===== src/design/nfta_pkg.sv =====
// Package: constants, codes and item types shared by the target assign block.
`default_nettype none
package nfta_pkg;
  localparam int MAX_TARGETS = 64;
  localparam int COORD_BITS  = 16;
  localparam int FIELD_BITS  = 16;
  localparam int OUT_IDX_BITS = 6;
  localparam int IDX_BITS  = (MAX_TARGETS > 1) ? $clog2(MAX_TARGETS) : 1;
  localparam int CNT_BITS  = $clog2(MAX_TARGETS + 1);
  localparam int ROOT_BITS = COORD_BITS + 1;
  localparam int RAD_BITS  = 2 * ROOT_BITS;
  localparam int REM_BITS  = ROOT_BITS + 2;

  localparam logic [1:0] OP_CLEAR  = 2'd0;
  localparam logic [1:0] OP_LOAD   = 2'd1;
  localparam logic [1:0] OP_ASSIGN = 2'd2;

  typedef struct packed {
    logic [COORD_BITS-1:0] x;
    logic [COORD_BITS-1:0] y;
    logic                  taken;
  } tgt_t;

  typedef struct packed {
    logic                  vld;
    logic                  last;
    logic [IDX_BITS-1:0]   idx;
    logic [COORD_BITS-1:0] x;
    logic [COORD_BITS-1:0] y;
  } tag_t;

  typedef struct packed {
    logic shift;
    logic clr_mark;
    logic set_mark;
    logic load;
  } cell_ctl_t;
endpackage
`default_nettype wire


===== src/design/nfta_cell.sv =====
// One target cell of the rotating target ring.
`default_nettype none
module nfta_cell (
  input  wire logic              clk,
  input  wire nfta_pkg::cell_ctl_t ctl,
  input  wire nfta_pkg::tgt_t    shift_in,
  input  wire logic [nfta_pkg::COORD_BITS-1:0] load_x,
  input  wire logic [nfta_pkg::COORD_BITS-1:0] load_y,
  output nfta_pkg::tgt_t         tgt
);
  import nfta_pkg::*;

  always_ff @(posedge clk) begin
    if (ctl.clr_mark) begin
      tgt.taken <= 1'b0;
    end else if (ctl.set_mark) begin
      tgt.taken <= 1'b1;
    end else if (ctl.shift) begin
      tgt <= shift_in;
    end else if (ctl.load) begin
      tgt.x     <= load_x;
      tgt.y     <= load_y;
      tgt.taken <= 1'b0;
    end
  end
endmodule
`default_nettype wire


===== src/design/nfta_sqrt.sv =====
// Pipelined integer square root, one root bit per stage, with a tag alongside.
`default_nettype none
module nfta_sqrt (
  input  wire logic                        clk,
  input  wire logic                        rst,
  input  wire nfta_pkg::tag_t              tag_in,
  input  wire logic [nfta_pkg::RAD_BITS-1:0] rad_in,
  output nfta_pkg::tag_t                   tag_out,
  output logic [nfta_pkg::ROOT_BITS-1:0]   root_out
);
  import nfta_pkg::*;

  logic [RAD_BITS-1:0]  rad  [0:ROOT_BITS];
  logic [REM_BITS-1:0]  rem  [0:ROOT_BITS];
  logic [ROOT_BITS-1:0] root [0:ROOT_BITS];
  tag_t                 tag  [0:ROOT_BITS];

  assign rad[0]  = rad_in;
  assign rem[0]  = '0;
  assign root[0] = '0;
  assign tag[0]  = tag_in;

  for (genvar i = 0; i < ROOT_BITS; i++) begin : g_stage
    logic [REM_BITS-1:0] rem2;
    logic [REM_BITS-1:0] trial;
    assign rem2  = {rem[i][REM_BITS-3:0], rad[i][RAD_BITS-1:RAD_BITS-2]};
    assign trial = {root[i], 2'b01};
    always_ff @(posedge clk) begin
      if (rst) begin
        tag[i+1].vld  <= 1'b0;
        tag[i+1].last <= 1'b0;
      end else begin
        tag[i+1].vld  <= tag[i].vld;
        tag[i+1].last <= tag[i].last;
      end
      tag[i+1].idx <= tag[i].idx;
      tag[i+1].x   <= tag[i].x;
      tag[i+1].y   <= tag[i].y;
      rad[i+1]     <= {rad[i][RAD_BITS-3:0], 2'b00};
      if (rem2 >= trial) begin
        rem[i+1]  <= rem2 - trial;
        root[i+1] <= {root[i][ROOT_BITS-2:0], 1'b1};
      end else begin
        rem[i+1]  <= rem2;
        root[i+1] <= {root[i][ROOT_BITS-2:0], 1'b0};
      end
    end
  end

  assign tag_out  = tag[ROOT_BITS];
  assign root_out = root[ROOT_BITS];
endmodule
`default_nettype wire


===== src/design/nearest_free_target_assign.sv =====
// Top level: target ring, distance pipeline, nearest search and result register.
//
//  channel | signals                                  | direction
//  in      | in_valid in_stall opcode point_x/y selected | item in
//  out     | out_valid out_stall assigned target_x/y target_index | result out
//
// Clear and load complete without leaving IDLE. An assign makes one full ring
// rotation through a single distance unit, then the square root pipeline drains.
// An assign on an empty list skips the scan and gives an unassigned result.
// rst is synchronous and clears count, state and out_valid; marks are not reset.
// in_stall is high while an assign is in progress or its result cannot be stored.
`default_nettype none
module nearest_free_target_assign (
  input  wire logic        clk,
  input  wire logic        rst,
  input  wire logic        in_valid,
  output logic             in_stall,
  input  wire logic [1:0]  opcode,
  input  wire logic signed [15:0] point_x,
  input  wire logic signed [15:0] point_y,
  input  wire logic        selected,
  output logic             out_valid,
  input  wire logic        out_stall,
  output logic             assigned,
  output logic signed [15:0] target_x,
  output logic signed [15:0] target_y,
  output logic [5:0]       target_index
);
  import nfta_pkg::*;

  typedef enum logic [2:0] {IDLE, START, SCAN, DRAIN, FINISH} state_t;

  state_t                state;
  logic [CNT_BITS-1:0]   count;
  logic [IDX_BITS-1:0]   k;
  logic [COORD_BITS-1:0] ax, ay;
  logic                  have;
  logic [ROOT_BITS-1:0]  best_d;
  logic [IDX_BITS-1:0]   best_i;
  logic [COORD_BITS-1:0] best_x, best_y;

  tgt_t      cells [0:MAX_TARGETS-1];
  logic      avail [0:MAX_TARGETS-1];
  logic      all_taken;
  logic      in_acc;
  logic      out_free;
  logic      res_load;
  logic [COORD_BITS-1:0] px, py;

  assign in_stall = (state != IDLE);
  assign in_acc   = in_valid && !in_stall;
  assign out_free = !out_valid || !out_stall;
  assign res_load = out_free && ((state == START && count == '0) || state == FINISH);
  assign px = point_x[COORD_BITS-1:0];
  assign py = point_y[COORD_BITS-1:0];

  for (genvar p = 0; p < MAX_TARGETS; p++) begin : g_cell
    cell_ctl_t ctl;
    assign ctl.shift    = (state == SCAN);
    assign ctl.clr_mark = (in_acc && opcode == OP_CLEAR) || (state == START && all_taken);
    assign ctl.set_mark = (state == FINISH) && out_free && (best_i == IDX_BITS'(p));
    assign ctl.load     = in_acc && opcode == OP_LOAD && count == CNT_BITS'(p);
    assign avail[p]     = !cells[p].taken || (count <= CNT_BITS'(p));
    nfta_cell u_cell (
      .clk(clk), .ctl(ctl), .shift_in(cells[(p + 1) % MAX_TARGETS]),
      .load_x(px), .load_y(py), .tgt(cells[p])
    );
  end

  always_comb begin
    all_taken = 1'b1;
    for (int p = 0; p < MAX_TARGETS; p++) begin
      if (!avail[p]) begin
        all_taken = all_taken;
      end else begin
        all_taken = all_taken && !(count > CNT_BITS'(p));
      end
    end
  end

  // distance front end
  tag_t                  t0, t1, t2, t3, tq;
  logic [COORD_BITS-1:0] dx, dy;
  logic [2*COORD_BITS-1:0] sqx, sqy;
  logic [RAD_BITS-1:0]   rad;
  logic [ROOT_BITS-1:0]  d;
  logic signed [COORD_BITS:0] ddx, ddy;

  always_comb begin
    t0.vld  = (state == SCAN) && (CNT_BITS'(k) < count) && !cells[0].taken;
    t0.last = (state == SCAN) && (k == IDX_BITS'(MAX_TARGETS - 1));
    t0.idx  = k;
    t0.x    = cells[0].x;
    t0.y    = cells[0].y;
    ddx = $signed({cells[0].x[COORD_BITS-1], cells[0].x}) - $signed({ax[COORD_BITS-1], ax});
    ddy = $signed({cells[0].y[COORD_BITS-1], cells[0].y}) - $signed({ay[COORD_BITS-1], ay});
  end

  always_ff @(posedge clk) begin
    if (rst) begin
      t1.vld <= 1'b0; t1.last <= 1'b0;
      t2.vld <= 1'b0; t2.last <= 1'b0;
      t3.vld <= 1'b0; t3.last <= 1'b0;
    end else begin
      t1.vld <= t0.vld; t1.last <= t0.last;
      t2.vld <= t1.vld; t2.last <= t1.last;
      t3.vld <= t2.vld; t3.last <= t2.last;
    end
    t1.idx <= t0.idx; t1.x <= t0.x; t1.y <= t0.y;
    t2.idx <= t1.idx; t2.x <= t1.x; t2.y <= t1.y;
    t3.idx <= t2.idx; t3.x <= t2.x; t3.y <= t2.y;
    dx  <= ddx[COORD_BITS] ? COORD_BITS'(-ddx) : ddx[COORD_BITS-1:0];
    dy  <= ddy[COORD_BITS] ? COORD_BITS'(-ddy) : ddy[COORD_BITS-1:0];
    sqx <= dx * dx;
    sqy <= dy * dy;
    rad <= RAD_BITS'(sqx) + RAD_BITS'(sqy);
  end

  nfta_sqrt u_sqrt (
    .clk(clk), .rst(rst), .tag_in(t3), .rad_in(rad), .tag_out(tq), .root_out(d)
  );

  always_ff @(posedge clk) begin
    if (rst) begin
      state     <= IDLE;
      count     <= '0;
      out_valid <= 1'b0;
      have      <= 1'b0;
      k         <= '0;
    end else begin
      if (res_load) begin
        out_valid <= 1'b1;
      end else if (!out_stall) begin
        out_valid <= 1'b0;
      end
      unique case (state)
        IDLE: begin
          if (in_acc) begin
            if (opcode == OP_CLEAR) begin
              count <= '0;
            end else if (opcode == OP_LOAD) begin
              if (count < CNT_BITS'(MAX_TARGETS)) begin
                count <= count + 1'b1;
              end
            end else if (opcode == OP_ASSIGN && selected) begin
              ax    <= px;
              ay    <= py;
              state <= START;
            end
          end
        end
        START: begin
          have <= 1'b0;
          k    <= '0;
          if (count == '0) begin
            if (out_free) begin
              assigned     <= 1'b0;
              target_x     <= '0;
              target_y     <= '0;
              target_index <= '0;
              state        <= IDLE;
            end
          end else begin
            state <= SCAN;
          end
        end
        SCAN: begin
          k <= k + 1'b1;
          if (k == IDX_BITS'(MAX_TARGETS - 1)) begin
            state <= DRAIN;
          end
        end
        DRAIN: begin
          if (tq.last) begin
            state <= FINISH;
          end
        end
        FINISH: begin
          if (out_free) begin
            assigned     <= 1'b1;
            target_x     <= FIELD_BITS'(best_x);
            target_y     <= FIELD_BITS'(best_y);
            target_index <= OUT_IDX_BITS'(32'(best_i));
            state        <= IDLE;
          end
        end
        default: state <= IDLE;
      endcase
      if (tq.vld && (!have || d < best_d)) begin
        have   <= 1'b1;
        best_d <= d;
        best_i <= tq.idx;
        best_x <= tq.x;
        best_y <= tq.y;
      end
    end
  end
endmodule
`default_nettype wire


===== config.mk =====
export PLATFORM = sky130hd
export DESIGN_NAME = nearest_free_target_assign
export DESIGN_NICKNAME = d
export VERILOG_FILES = /design/src/design/nfta_pkg.sv /design/src/design/nfta_cell.sv /design/src/design/nfta_sqrt.sv /design/src/design/nearest_free_target_assign.sv
export SDC_FILE = /design/constraint.sdc
export NUM_CORES = 2
export LEC_CHECK = 0
export BUFFER_PORTS_ARGS = -buffer_cell sky130_fd_sc_hd__clkbuf_2
export CAP_MARGIN = 20
export CORE_UTILIZATION = 57
export DETAILED_ROUTE_END_ITERATION = 16
export PLACE_DENSITY = 0.76
export RECOVER_POWER = 50
export SLEW_MARGIN = 25
export SYNTH_ARGS = -nofsm -noshare
export SYNTH_HDL_FRONTEND = slang
export SYNTH_HIERARCHICAL = 1
export SYNTH_SLANG_ARGS = --single-unit

===== constraint.sdc =====
create_clock -name clk -period 10 [get_ports clk]
set_input_delay 2 -clock clk [delete_from_list [all_inputs] [get_ports clk]]
set_output_delay 2 -clock clk [all_outputs]
set_load 0.02 [all_outputs]

==> out/summary.txt <==
Via/cell ratio: 5.64
Worst vdd ir: 0.997 mV
Post-CTS Resized: 0
Num ports: 80
Critical Path RT: 10.78 ns
Worst path most repeated cell: fa_1
Worst Hold End: u_sqrt/rad[469]$_DFF_P_
First-pass iteration count of the detailed router: 8
Max-Cap Viols: 38
Post-DP HPWL: 204000 um
Mean routed wirelength per cell: 21.6 um
Vias: 85315
Routed WL: 327000 um
Worst-path fanout max: 14
Part of the power in registers: 0.349
Cell accounting for the most synthesized area: edfxtp_1
Largest net degree at the start of global routing: 208
Worst R2R Path Depth: 22
Die H: 529 um
WS Path Type: flip-flop to flip-flop
Clock skew: 0.0526 ns
Top post-synthesis cells by area: edfxtp_1 41%, dfxtp_1 21%, mux2_2 15%
Yosys cell types: 101
Worst Max-Slew Pin Slew: 4.64 ns
Status: finished with violations
Vias in the first global route: 86896
PwrDens: 318 mW/mm^2
Area grow syn2layout: 10.1%
Reg-to-reg slack, setup: 2.54 ns
Synth warnings: 6
Worst-Skew Late Latency: 0.95 ns
Die X: 529 um
Max incr delay on CP: 0.80 ns
CORE AREA: 0.276 mm^2
H-tree depth: 5
DIE AREA: 0.280 mm^2
GR Overflow Total: 0
Mean Syn Cell Area: 14.5 um^2
Clk pwr share: 0.260
Setup bufs post-CTS: 0
Worst Hold Depth: 0
Worst hold path type: flip-flop to flip-flop
Detailed-route DRC error count: 0
CP Capture Type: flip-flop
Post-synth EDFFs: 2174
Hold Path Origin: u_sqrt/rad[501]$_DFF_P_
CP startpoint kind: flip-flop
Post-layout min period: 7.46 ns
Root Buffer: clkbuf_16
R2R Path End: sqy[29]$_DFF_P_
Worst hold slack: 0.299 ns
First-pass GRT wire length: 508000 um
Crit share post-route: 0.746
Static Leakage: 65.5 nW
Reg2reg start: dy[4]$_DFF_P_
Crit path DAT: 8.23 ns
Initial Util: 0.573
Synth cell count leaders: 2174 x edfxtp_1, 2071 x mux2_2, 1681 x dfxtp_1, 676 x inv_1, 491 x nor2_1
Nets: 11913
Slowest CP cell: dfxtp_1
Sequential area share after synthesis: 0.625
Max Root-Sink Buffers: 4
Clk sinks: 3855
Clk pin slew, worst setup/hold paths: 0.06 ns
Failing checks: capacitance limit, slew limit
Syn Inst Count: 10902
Pins Over Slew Limit: 2319
Post-synth top flop: edfxtp_1
Setup Total Neg Slack: 0 ns
Layout filler cell count: 20018
Setup violations, final: 0
Share of cells above drive strength 1: 0.252
Top cell type's share of synthesized area: 0.412
Logic pwr share: 0.391
Post-CTS Hold Fix Bufs: 0
Ys async rst share: 0
Inserted Clock Buffers: 381
Most frequent cell after synthesis: edfxtp_1
GR Util All Layers: 0.232
Gpl congestion: 0.915
Internal power: 0.0362 W
CTS tree: built
Slew margin rel.: -2.10
RSZ-0062 raised after global routing: false
IO buf count: 79
Synthesized area: 0.158 mm^2
Cell Chain, Critical Path: inv_1, nor2_1, fa_1, inv_1, fa_1, fa_1, inv_1, fa_1, inv_1, fa_1, inv_1, fa_1, ha_1, nand4_1, or2_2, or4b_1, o211a_1, a211oi_1, a41o_1, a21o_1, a21oi_1, xnor2_1
Initial antenna violation count: 10
Net Sw Frac: 0.348
Max Clock Freq: 134 MHz
P_sw: 0.0193 W
Drt first-iter violations: 6994
Detail Route Antenna Nets: 0
FF+latch count, synth: 3855
Final hold vios: 0
# rows: 193
[cell families (layout without fill, tap and decap cells)]
| family | count (synthesis) | count (layout) | share of synthesized area |
|---|---|---|---|
| xor gates and xnor gates | 309 | 309 | 0.0171 |
| other | 2 | 7 | 0.0000475 |
| adders and majority gates | 789 | 789 | 0.0780 |
| muxes | 2082 | 2082 | 0.148 |
| AOI/OAI and AO/OA | 1095 | 1095 | 0.0424 |
| and+or+nand+nor | 1671 | 1671 | 0.0531 |
| DFF | 3855 | 3855 | 0.625 |
| buffers and inverters | 1099 | 1602 | 0.0362 |
[power by group through the flow]
| stage | Sequential [W] | Clock, W | Combinational, W |
|---|---|---|---|
| floorplan | 0.0193 | 0 | 0.0160 |
| global placement | 0.0196 | 0 | 0.0207 |
| detailed placement | 0.0197 | 0 | 0.0214 |
| CTS | 0.0194 | 0.0147 | 0.0216 |
| global route | 0.0195 | 0.0153 | 0.0243 |
| finish | 0.0194 | 0.0144 | 0.0217 |
[metal layers]
metal / GRT usage / vias to the layer above / wire length, um
met5: 0 / - / 0
met4: 0.0578 / 0 / 7340
met3: 0.0315 / 462 / 19600
met2: 0.368 / 2515 / 151000
met1: 0.337 / 42733 / 149000
li1: - / 39605 / -
[cell usage in the layout, fill, tap and decap left out, types with 89 or more instances in the layout]
| cell | instances |
|---|---|
| xnor2_1 | 185 |
| nand2_1 | 354 |
| nor2_1 | 491 |
| a21o_1 | 89 |
| ha_1 | 458 |
| inv_1 | 676 |
| and2_1 | 145 |
| mux2_2 | 2038 |
| fa_1 | 330 |
| clkbuf_16 | 393 |
| dfxtp_1 | 1680 |
| edfxtp_1 | 2174 |
| a21oi_1 | 444 |
| xor2_1 | 124 |
| o21ai_0 | 232 |
| clkbuf_1 | 152 |
| nor3_1 | 91 |
[worst max path at each step]
stage / startpoint / to / cells past startpoint
4_1_cts: dy[4]$_DFF_P_ / sqy[29]$_DFF_P_ / 22
5_1_grt: dy[4]$_DFF_P_ / sqy[29]$_DFF_P_ / 22
3_3_place_gp: dy[4]$_DFF_P_ / sqy[31]$_DFF_P_ / 22
3_5_place_dp: dy[4]$_DFF_P_ / sqy[29]$_DFF_P_ / 22
2_1_floorplan: state[1]$_SDFFE_PP0P_ / g_cell[38].u_cell/tgt[10]$_DFFE_PP_ / 7
6_report: dy[4]$_DFF_P_ / sqy[29]$_DFF_P_ / 22
[cell type report]
type	count	area [um^2]	area share
flip-flops and latches	3855	98900	0.568
multi-input cells	5950	53900	0.309
clock buffers	489	10500	0.0601
well taps	3705	4640	0.0266
inverters	679	2550	0.0146
clock inverters	215	2350	0.0135
repair buffers	219	1380	0.00794
diodes	3	7.51	0.0000431
[critical path: cells and delay by family (launching register included)]
family          cells  cell delay, ns
xor+xnor            1            0.14
fa+ha+maj           7            3.28
flops               1            0.80
simple gates        4            1.34
compound gates      5            1.22
buf+inv             5            0.55
[metrics by stage]
stage                     utilization  power (W)  setup slack (ns)  instance area, um^2  std cells
after floorplan                     -     0.0352              2.51               158000      10904
after global placement          0.585     0.0404              2.63               162000      14406
after detailed placement        0.585     0.0411              2.60               162000      14406
after CTS                       0.632     0.0557              2.59               174000      15110
after global routing            0.631     0.0591              2.20               174000      15115
final                           0.631     0.0554              2.54               174000      15115
[sequential cells by signal, indices dropped and copies added, names as in the netlist, 136 cells and up]
register              cells
u_sqrt/rad              240
u_sqrt/g_stage.rem2     279
u_sqrt/tag              640
u_sqrt/g_stage.trial    136
g_cell.u_cell/tgt      2112
No activity file was read; power rests on OpenSTA's default activity.
